File: src/design/page_allocator_deferred_reclaim_top_macros.svh
// Assertion macros for the page allocator
`ifndef PAGE_ALLOCATOR_DEFERRED_RECLAIM_TOP_MACROS_SVH
`define PAGE_ALLOCATOR_DEFERRED_RECLAIM_TOP_MACROS_SVH
`ifndef SYNTH
`define PA_ASSERT_IMP(label, clk, rstn, ante, cons, msg) \
    label: assert property (@(posedge clk) disable iff (!rstn) (ante) |-> (cons)) \
        else $error(msg);
`define PA_ASSERT_NXT(label, clk, rstn, ante, cons, msg) \
    label: assert property (@(posedge clk) disable iff (!rstn) (ante) |=> (cons)) \
        else $error(msg);
`else
`define PA_ASSERT_IMP(label, clk, rstn, ante, cons, msg)
`define PA_ASSERT_NXT(label, clk, rstn, ante, cons, msg)
`endif
`endif

File: src/design/pgalloc_pkg.sv
package pgalloc_pkg;

    localparam int PAGE_W    = 11;
    localparam int MAX_PAGES = 1024;

    typedef enum logic [2:0] {
        OP_ALLOC  = 3'd0,
        OP_FREE   = 3'd1,
        OP_WRITE  = 3'd2,
        OP_READ   = 3'd3,
        OP_COMMIT = 3'd4,
        OP_FLUSH  = 3'd5
    } op_t;

    localparam logic [1:0] ST_OK    = 2'd0;
    localparam logic [1:0] ST_BAD   = 2'd1;
    localparam logic [1:0] ST_FULL  = 2'd2;

    localparam logic [1:0] MODE_NONE  = 2'd0;
    localparam logic [1:0] MODE_SYNC  = 2'd1;
    localparam logic [1:0] MODE_BATCH = 2'd2;

    localparam logic       CFG_MODE     = 1'b0;
    localparam logic       CFG_INTERVAL = 1'b1;

    // Controller to datapath commands
    typedef struct packed {
        logic capture;     // latch input item, issue memory reads
        logic execute;     // apply the item using read data
        logic flush_start; // begin moving pending entries
        logic flush_step;  // move one pending entry
        logic flush_end;   // finish the flush
        logic out_load;    // load result register
    } pa_cmd_t;

    // Datapath to controller status
    typedef struct packed {
        logic need_flush;  // executed item triggers a flush with buffered meta
        logic flush_more;  // pending entries remain to move
    } pa_stat_t;

    typedef struct packed {
        logic [1:0]        status;
        logic [PAGE_W-1:0] page_out;
        logic              appended;
        logic              cache_hit;
        logic              meta_written;
        logic              meta_slot_out;
        logic [1:0]        sync_requests;
    } pa_result_t;

endpackage

File: src/design/pgalloc_ctrl.sv
`include "page_allocator_deferred_reclaim_top_macros.svh"
module pgalloc_ctrl
    import pgalloc_pkg::*;
(
    input  logic     aclk,
    input  logic     aresetn,
    input  logic     s_tvalid,
    output logic     s_tready,
    output logic     m_tvalid,
    input  logic     m_tready,
    input  pa_stat_t stat,
    output pa_cmd_t  cmd
);

    typedef enum logic [2:0] {
        S_IDLE, S_EXEC, S_FLUSH, S_DONE
    } state_t;

    state_t state_reg, state_next;
    logic   m_valid_reg, m_valid_next;

    // Output register frees up once taken; load it only while free
    logic out_free;
    assign out_free = !m_valid_reg || m_tready;
    assign s_tready = (state_reg == S_IDLE);
    assign m_tvalid = m_valid_reg;

    always_comb begin
        state_next   = state_reg;
        m_valid_next = m_valid_reg && !m_tready;
        cmd          = '0;
        unique case (state_reg)
            S_IDLE: begin
                if (s_tvalid) begin
                    cmd.capture = 1'b1;
                    state_next  = S_EXEC;
                end
            end
            S_EXEC: begin
                cmd.execute = 1'b1;
                if (stat.need_flush) begin
                    cmd.flush_start = 1'b1;
                    state_next      = S_FLUSH;
                end else begin
                    state_next = S_DONE;
                end
            end
            S_FLUSH: begin
                if (stat.flush_more) begin
                    cmd.flush_step = 1'b1;
                end else begin
                    cmd.flush_end = 1'b1;
                    state_next    = S_DONE;
                end
            end
            S_DONE: begin
                if (out_free) begin
                    cmd.out_load = 1'b1;
                    m_valid_next = 1'b1;
                    state_next   = S_IDLE;
                end
            end
            default: state_next = S_IDLE;
        endcase
    end

    // Hold state and result valid
    always_ff @(posedge aclk) begin
        if (!aresetn) begin
            state_reg   <= S_IDLE;
            m_valid_reg <= 1'b0;
        end else begin
            state_reg   <= state_next;
            m_valid_reg <= m_valid_next;
        end
    end

    `PA_ASSERT_NXT(a_cap_exec, aclk, aresetn, cmd.capture, state_reg == S_EXEC, "capture not followed by execute")
    `PA_ASSERT_IMP(a_load_free, aclk, aresetn, cmd.out_load, out_free, "result overwritten")
    `PA_ASSERT_NXT(a_load_valid, aclk, aresetn, cmd.out_load, m_tvalid, "loaded result not valid")

endmodule

File: config.mk
export PLATFORM = sky130hd
export DESIGN_NAME = pgalloc_ctrl
export DESIGN_NICKNAME = d
export VERILOG_FILES = /design/src/design/pgalloc_pkg.sv /design/src/design/pgalloc_ctrl.sv
export VERILOG_INCLUDE_DIRS = /design/src /design/src/design
export SDC_FILE = /design/constraint.sdc
export NUM_CORES = 1
export LEC_CHECK = 0
export ABC_AREA = 1
export BUFFER_PORTS_ARGS = -buffer_cell sky130_fd_sc_hd__buf_4
export CAP_MARGIN = 10
export CELL_PAD_IN_SITES_DETAIL_PLACEMENT = 1
export CELL_PAD_IN_SITES_GLOBAL_PLACEMENT = 2
export CORE_MARGIN = 2
export CORE_UTILIZATION = 17
export CTS_CLUSTER_SIZE = 20
export DETAILED_ROUTE_END_ITERATION = 12
export PLACE_DENSITY_LB_ADDON = 0.15
export SYNTH_ARGS = -nofsm -noshare
export SYNTH_HDL_FRONTEND = slang
export SYNTH_SLANG_ARGS = --single-unit
File: constraint.sdc
create_clock -name aclk -period 1 [get_ports aclk]
set_input_delay 0.05 -clock aclk [delete_from_list [all_inputs] [get_ports aclk]]
set_output_delay 0.05 -clock aclk [all_outputs]
set_load 0.01 [all_outputs]
==> results.md, run 1 <==
- Outcome: finished with violations
- Failing checks: negative setup slack
- Post-synth top cells: 9 x nand2_1, 7 x inv_1, 6 x nor2_1
- Yosys warns: 0
- Leak: 0.2883 nW
- Crit path DAT: ~1.1 ns
- Cells after synthesis: 39
- Critical Path Source: state_reg[1]
- FMAX: ~0.85 GHz
- Worst-margin pin slew: 0.1497 ns
- Hold path start: aresetn
- Tot Pwr: around 1.4 mW
- Clock buffer depth: 2
- Hold Vio Cnt, Final: 0
- I/O Pins: 14
- Clock tree from TritonCTS: built
- CP cell instances: inv_4 -> ha_4 -> buf_6 -> nand2_2 -> inv_2 -> buf_6
- Worst setup SP type: register
- Class of the worst hold path: in -> reg
- Htree depth: 1
- Cell taking the most area after synthesis: ha_1
- Reg2reg setup slack: -0.06 ns
- Nets: 75
- Filler cells: about 190
- Distinct cells, synth: 10
- Maxcap violations: 0
- Max reg flops: 2
- Critical Path RT: about 0.95 ns
- RSZ-0062 raised after global routing: true
- Final setup vio count: 9
- Total CTS buffers: 3
- Synth Net Count: 50
- Layout cells sized above 1: 68.25%
- Async set or reset register ratio after synthesis: 0%
- Wire length per cell: 10.05 um
- Worst flop-to-flop path endpoint: state_reg[1]
- Routed wire length: 794 um
- Slew HR: roughly nine tenths
- Reg2Reg Depth: 6
- Setup ws final: -0.1725 ns
- Tmin final: 1.172 ns
- Pwr/cell area: 2551 nW/um^2
- Buf/Inv on CP: 4
- Seq/Total Area, Yosys: approximately 23%
- Residual DRC count: 0
- Avg Cell Area, Syn: around 6.7 sq um
- Hold worst-path end: state_reg[0]
- Mapped Area: between 200 and 300 sq um
- Iter 0 DRT Violations: 1
- Most frequent cell on the critical path: buf_6
- Area after DPL: between 400 and 500 sq um
- Die W: roughly 43 um
- Slowest cell delay on critical path: 0.38 ns
- Port Buffers: 13
- Largest cells by area after synthesis: ha_1 24%, dfxtp_1 23%, nand2_1 13%
- Root Driver: clkbuf_4
- Grt ovf: 0
- First-pass GRT wire length: ~1400 um
- Most frequent cell after synthesis: nand2_1
- Largest net degree at the start of global routing: 5
- DRT antenna net count: 0
- Hold Crit Depth: 3
- Maximum vdd drop: between 0.001 and 0.0015 V
- CP max-delay cell: dfxtp_4
- Drt first pass iters: 2
- Synthesis-stage register bit count: 3
- Worst skew pair latency: approximately 0.23 ns
- N_diodes: 0
- FF+latch area: a little under 70 sq um
- Max FO, Critical Path: 4
- CTS sink count: 3
- Core area: roughly 1500 sq um
- Routed vias: between 300 and 400
- Initial antenna violation count: 0
- DPL Wire Length: about 620 um
- GPL Wtd Cong: ~0.74
- WS Path Type: reg -> out
- Die ar.: around 1900 sq um
- CTS Hold Buffers Added: 0
- Number of flops mapped to enable cells by yosys: 0
- Row cnt: 14
- Max Slew Vio Count: 0
- Vias in the first global route: about 330
- Final period utilization: 117.2%
- CTS clk-pin slew, worst paths: 0.04 ns
- Area of the multi-input gates: 217.7 sq um
- Gr usage total: 10.20%
- CP delay by family, top: flip-flops
- Synth top area share: 24.04%
- Via density: about 3.9
- Initial core utilization: about 18%
- Final instance area: approximately 550 sq um
- CP endpoint kind: output port
- DIE HEIGHT: around 43 um
- R2r startpoint: state_reg[0]
- Worst clock skew: roughly 0.00022 ns
- Syn-to-layout area delta: 113.0%
- Synth Flop Type: dfxtp_1
==> per-layer routing <==
layer	part of all wire [%]	GRT usage, %
met5	0	0
met4	0	3.636
met3	5.0	2.979
met2	60	20.60
met1	35	9.184
==> cells by family (layout without fill, tap and decap cells) <==
family          after synthesis  count (layout)  synth area share, %
buf+inv                      10              34                14.42
flops                         3               3                23.08
fa+ha+maj                     5               5                24.04
compound gates                3               3                6.732
simple gates                 18              18                31.73
==> metrics by stage <==
step / setup WS [ns] / cells / util [%] / hold slack [ns] / TNS [ns]
final: -0.1725 / 79 / 37.67 / 0.06915 / -0.9943
after CTS: -0.1880 / 78 / 36.56 / 0.06854 / -1.108
after global placement: -0.07660 / 73 / 29.42 / 0.3062 / -0.1545
after floorplan: 0.005174 / 39 / - / 0.1475 / 0
after global routing: -0.2359 / 79 / 37.67 / 0.07396 / -1.531
after detailed placement: -0.09788 / 73 / 29.42 / 0.3024 / -0.2277
==> layout make-up <==
| type | count | area share (%) |
|---|---|---|
| clock buffer | 4 | 4.740 |
| inverter | 10 | 7.675 |
| multi-input combinational | 26 | 39.28 |
| sequential | 3 | 12.19 |
| tap | 16 | 3.612 |
| timing repair buffer | 20 | 32.51 |
==> worst reg2reg max path: cells and delay by family, from the launching register on <==
| kind | cells | cell delay, ns |
|---|---|---|
| AND/OR/NAND/NOR | 4 | 0.33 |
| buffers and inverters | 1 | 0.06 |
| flip-flops | 1 | 0.38 |
| adder cells (fa/ha/maj) | 1 | 0.17 |
==> how the worst max path moves through the flow <==
| stage | depth (start not counted) | end | slack (ns) |
|---|---|---|---|
| floorplan | 6 | state_reg[0] | 0.005 |
| global route | 4 | cmd[0] | -0.24 |
| finish | 6 | cmd[3] | -0.17 |
| global placement | 6 | state_reg[1] | -0.08 |
| CTS | 4 | cmd[0] | -0.19 |
| detailed placement | 6 | state_reg[1] | -0.1 |
==> layout by cell type, fill, tap and decap left out, drive strengths merged <==
| master | count |
|---|---|
| nor2 | 6 |
| clkbuf | 4 |
| a21boi | 1 |
| dfxtp | 3 |
| nand2 | 10 |
| buf | 20 |
| a21oi | 2 |
| inv | 10 |
| nand3 | 2 |
| ha | 5 |
==> what timing repair did <==
action	4_1_cts	5_1_grt
gates cloned	0	0
buffers inserted	1	1
pin swaps	9	3
gates resized for setup	22	3
setup endpoints to repair	9	9
==> where the power goes <==
part,internal (mW),switching [mW],total (mW)
Combinational,0.538,0.408,0.947
Sequential,0.181,0.0803,0.261
Clock,0.149,0.0569,0.206
Total,0.868,0.546,1.41
No activity file was read; power rests on OpenSTA's default activity.
==> run 2: changes to the inputs <==
HOLD_SLACK_MARGIN = 0.02   (was not set)
RECOVER_POWER = 100   (was not set)
==> run 2 against run 1 <==
Effect of this change: the run still ends with negative setup slack left; count of clock-buffer cells in the layout stayed put; wire length is 0.25% lower; combinational power is 0.6% lower; sequential power hardly changed; core utilization is 0.26 points lower; largest power group unchanged; flip-flop and latch count stayed put.
==> results.md, run 2 (synthesized netlist as in run 1, its figures left out) <==
- Failing checks: negative setup slack
- Worst clock skew: 0.0002167 ns
- Clock buffer depth: 2
- Maximum vdd drop: roughly 0.0011 V
- Tmin final: approximately 1.2 ns
- Setup ws final: -0.1725 ns
- Slowest cell delay on critical path: 0.38 ns
- Worst-margin pin slew: around 0.15 ns
- Worst flop-to-flop path endpoint: state_reg[1]
- Syn-to-layout area delta: 111.5%
- Residual DRC count: 0
- Initial antenna violation count: 0
- Worst setup SP type: register
- Grt ovf: 0
- Die W: approximately 43 um
- Hold Vio Cnt, Final: 0
- Class of the worst hold path: in -> reg
- Final period utilization: 117.2%
- CP max-delay cell: dfxtp_4
- Inst Count DP: 73
- Gr usage total: between 10% and 20%
- Layout Cells excl Fill: 79
- DIE HEIGHT: about 43 um
- Largest net degree at the start of global routing: 5
- Wire length per cell: 10.03 um
- Area after DPL: 432.9 sq um
- Final setup vio count: 9
- Critical Path Sink: cmd[3]
- CP endpoint kind: output port
- Slew HR: 90.27%
- Reg2Reg Depth: 6
- Most frequent cell on the critical path: buf_6
- Die ar.: between 1500 and 2000 sq um
- WS Path Type: reg -> out
- Port Buffers: 13
- Commonest non-fill, non-tap cell in the layout: buf_4
- Nets: 75
- Max FO, Critical Path: 4
- Outcome: finished with violations
- RSZ-0062 raised after global routing: true
- FMAX: approximately 0.85 GHz
- CTS sink count: 3
- Total CTS buffers: 3
- R2r startpoint: state_reg[0]
- Clock tree from TritonCTS: built
- GPL Wtd Cong: 0.7447
- Root Driver: clkbuf_4
- Reg2reg setup slack: -0.06 ns
- Final instance area: 550.5 sq um
- Routed vias: around 310
- Crit path DAT: roughly 1.1 ns
- DPL Wire Length: 616.1 um
- Drt first pass iters: 2
- Htree depth: 1
- Via density: 3.886
- Routed wire length: 792 um
- I/O Pins: 14
- DRT antenna net count: 0
- CP cell instances: inv_4 -> ha_4 -> buf_6 -> nand2_2 -> inv_2 -> buf_6
- Pre-CTS setup slack: -0.09788 ns
- N_diodes: 0
- Core area: about 1500 sq um
- Row cnt: 14
- Critical Path RT: 0.95 ns
- Iter 0 DRT Violations: 1
- Max Slew Vio Count: 0
- Initial core utilization: between 10% and 20%
- Max reg flops: 2
- Leak: around 0.28 nW
- Vias in the first global route: 329
- Pwr/cell area: 2558 nW/um^2
- Worst skew pair latency: 0.23 ns
- Final TNS setup: -0.9943 ns
- Layout cells sized above 1: 66.67%
- CTS clk-pin slew, worst paths: about 0.04 ns
- Tot Pwr: about 1.4 mW
- Critical Path Source: state_reg[1]
- First-pass GRT wire length: approximately 1400 um
- Most frequent cells in the layout: 11 x buf_4, 8 x buf_6, 6 x nor2_1, 5 x inv_2, 5 x nand2_1
- Maxcap violations: 0
## run 2: cell count changes in the layout (fill, tap and decap cells not counted)
cell	before	now
clkbuf_1	1	2
buf_4	12	11
## run 2: routing by layer
metal  track usage, %  share of wire (%)  up-vias
li1                 -                  -      160
met1            9.184                 35      138
met2            20.60                 60        9
met3            2.979                4.9        0
met4            3.636                  0        0
met5                0                  0        -
## run 2: layout make-up
| type | count | area [sq um] |
|---|---|---|
| fill | 188 | 920.9 |
| multi-input combinational | 26 | 217.7 |
| timing repair buffer | 20 | 176.4 |
| sequential | 3 | 67.56 |
| inverter | 10 | 42.54 |
| clock buffer | 4 | 26.28 |
| tap | 16 | 20.02 |
## run 2: per-stage QoR
| stage | hold WS (ns) | utilization (%) |
|---|---|---|
| after floorplan | 0.1475 | - |
| after global placement | 0.3062 | 29.42 |
| after detailed placement | 0.3024 | 29.42 |
| after CTS | 0.06854 | 36.56 |
| after global routing | 0.07396 | 37.42 |
| final | 0.06913 | 37.42 |
## run 2: what timing repair did
item / CTS / global route
resized for setup: 22 / 3
pin swaps: 9 / 3
endpoints found under the setup margin: 9 / 9
gates cloned: 0 / 0
setup buffers: 1 / 1
hold buffers: 0 / 0
## run 2: report_power, final
part,internal (mW),leakage [nW],switching [mW]
combinational,0.533,0.243,0.408
sequential,0.181,0.0259,0.0800
clock,0.149,0.0150,0.0569
total,0.863,0.284,0.545
## run 2: worst min path at each step
stage,start,to,slack [ns],cells after the start
final,aresetn,state_reg[0],0.07,3
after floorplan,stat[0],cmd[1],0.15,1
after CTS,aresetn,state_reg[0],0.07,3
after detailed placement,aresetn,state_reg[1],0.30,3
after global placement,aresetn,state_reg[1],0.31,3
after global routing,aresetn,state_reg[1],0.07,3
## run 2: worst max-delay path: cells and delay by family, from the launching register on
family	cells	cell delay, ns
buf+inv	4	0.31
simple gates	1	0.06
fa+ha+maj	1	0.15
flops	1	0.38
==> run 3: changes to the inputs <==
ABC_AREA = not set   (was 1)
CORE_UTILIZATION = 20   (was 17)
==> run 3 against run 2 <==
Effect of this change: the run still ends with negative setup slack left; non-clock buffer count shrank 1; count of clock-buffer cells in the layout is the same; area after synthesis grew 2.9%; total power grew 9.0%; synthesized cell count shrank 31%; cell area shrank 2.3%; first-iteration DRC count shrank 100%; fmax shrank 7.6%; cell count shrank 18%; die area shrank 11%; core utilization grew 5.0 points; sequential power grew 7%; critical endpoint is now cmd[0]; largest cell class unchanged.
==> results.md, run 3 <==
- Outcome: finished with violations
- Failing checks: negative setup slack
- Htree depth: 1
- Row cnt: 13
- Maxcap violations: 0
- Setup ws final: -0.2685 ns
- Post-Synth Adder-Cell Area: about a quarter
- Via density: ~4.2
- First-pass GRT wire length: between 1000 and 1500 um
- DIE HEIGHT: between 40 and 50 um
- Final setup vio count: 9
- Maximum vdd drop: ~0.0008 V
- Reg2Reg Depth: 5
- DRT antenna net count: 0
- Slew HR: between 80% and 90%
- Seq/Total Area, Yosys: 22.43%
- Critical Path RT: ~0.95 ns
- Routed wire length: around 730 um
- CP endpoint kind: output port
- Final period utilization: 126.9%
- Async set or reset register ratio after synthesis: 0%
- Initial core utilization: about a fifth
- Initial antenna violation count: 0
- Mapped Area: 267.8 sq um
- Port Buffers: 13
- Synthesis-stage register bit count: 3
- WS Path Type: reg -> out
- Crit path DAT: between 1 and 1.5 ns
- Final TNS setup: -1.748 ns
- Synth Net Count: 38
- Synth top area share: 23.36%
- CTS Hold Buffers Added: 0
- Avg Cell Area, Syn: 9.917 sq um
- Clock tree from TritonCTS: built
- Drt first pass iters: 1
- Distinct cells, synth: 15
- FMAX: ~0.8 GHz
- Most frequent cells in the layout: 12 x buf_4, 6 x buf_6
- Yosys warns: 0
- Hold Crit Depth: 2
- Number of flops mapped to enable cells by yosys: 0
- Residual DRC count: 0
- Filler cells: between 100 and 150
- Hold Vio Cnt, Final: 0
- Worst-margin pin slew: 0.2613 ns
- Cells after synthesis: 27
- Core area: about 1300 sq um
- Tot Pwr: approximately 1.5 mW
- RSZ-0062 raised after global routing: true
- CTS sink count: 3
- Syn-to-layout area delta: 100.9%
- Xor-xnor portion of the synthesized cell area: 0%
- N_diodes: 0
- Largest cells by area after synthesis: ha_1 23%, dfxtp_1 22%, a221oi_4 9.8%
- Max FO, Critical Path: 5
- Commonest non-fill, non-tap cell in the layout: buf_4
- GPL Wtd Cong: 0.6836
- Complex-gate fraction of the synthesized area: between 10% and 20%
- Die W: between 40 and 50 um
- Worst clock skew: roughly 0.0012 ns
- Post-Synth Simple-Gate Area: between 20% and 30%
- Hold slack: approximately 0.074 ns
- Root Driver: clkbuf_4
- CTS clk-pin slew, worst paths: approximately 0.04 ns
- Iter 0 DRT Violations: 0
- Post-synth top cells: 5 x ha_1, 3 x dfxtp_1, 3 x inv_1, 3 x nand2_1
- Worst setup SP type: register
- Gr usage total: about 11%
- Max Slew Vio Count: 0
- Largest net degree at the start of global routing: 6
- Cell taking the most area after synthesis: ha_1
- Wire length per cell: around 11 um
- Routed vias: ~270
- Nets: a little over 60
- Worst skew pair latency: between 0.2 and 0.25 ns
- Pwr/cell area: about 2900 nW/um^2
- Vias in the first global route: ~300
- Synth Flop Type: dfxtp_1
- Post-synthesis mux area share: approximately 7.5%
- Tmin final: between 1 and 1.5 ns
- Grt ovf: 0
- Leak: roughly 0.24 nW
- Total CTS buffers: 3
- Clock buffer depth: 2
- Layout cells sized above 1: between 70% and 80%
- Largest family of logic cells by synthesized area: simple AND/OR/NAND/NOR gates
- Most frequent cell after synthesis: ha_1
- DPL Wire Length: slightly below 600 um
- I/O Pins: 14
- Max reg flops: 2
- Die ar.: 1648 sq um
- Class of the worst hold path: in -> reg
run 3: routing by layer:
layer	up-vias	routed length (um)	GRT usage, %	share of wire, %
li1	133	-	-	-
met3	0	46	5.000	6.3
met2	10	433	22.62	60
met1	130	247	8.469	34
met5	-	0	0	0
met4	0	0	2.500	0
run 3: critical path, stage by stage (launching register included):
cell and delay (ns):
dfxtp_4 0.38, ha_2 0.22, buf_4 0.12, nor2b_1 0.13, buf_4 0.13
run 3: layout make-up:
cell class              instances  area, sq um  area share (%)
multi-input cells              20        244.0           45.35
repair buffers                 19        161.4           30.00
flip-flops and latches          3        67.56           12.56
clock buffers                   4        26.28           4.884
inverters                       4        20.02           3.721
well taps                      15        18.77           3.488
run 3: cells by family (layout without fill, tap and decap cells):
logic type / count (synthesis) / after routing
mux: 2 / 2
compound gates: 3 / 3
simple gates: 10 / 10
fa+ha+maj: 5 / 5
flops: 3 / 3
buf+inv: 4 / 27
run 3: final timing paths:
check                     from            to  slack (ns)
setup / recovery  state_reg[1]        cmd[0]       -0.27
hold / removal         aresetn      m_tvalid        0.07
setup reg to reg  state_reg[0]  state_reg[1]       -0.26
hold reg to reg   state_reg[1]  state_reg[1]        0.54
run 3: power breakdown:
group          total [mW]  internal, mW  leakage, nW  switching, mW
combinational        1.04         0.640        0.204          0.400
sequential          0.278         0.189       0.0259         0.0888
clock               0.217         0.150       0.0150         0.0672
run 3: what timing repair did:
action,4_1_cts,5_1_grt
setup endpoints to repair,10,10
resized for setup,17,0
buffers inserted,2,0
pin swaps,3,0
run 3: stage by stage:
stage | instances | cell area, sq um | utilization (%) | setup WS, ns
3_5_place_dp | 59 | 434.2 | 34.22 | -0.3373
4_1_cts | 65 | 541.8 | 42.70 | -0.2928
5_1_grt | 65 | 538.0 | 42.41 | -0.3378
6_report | 65 | 538.0 | 42.41 | -0.2685
3_3_place_gp | 59 | 434.2 | 34.22 | -0.2708
2_1_floorplan | 27 | 287.8 | - | -0.2034
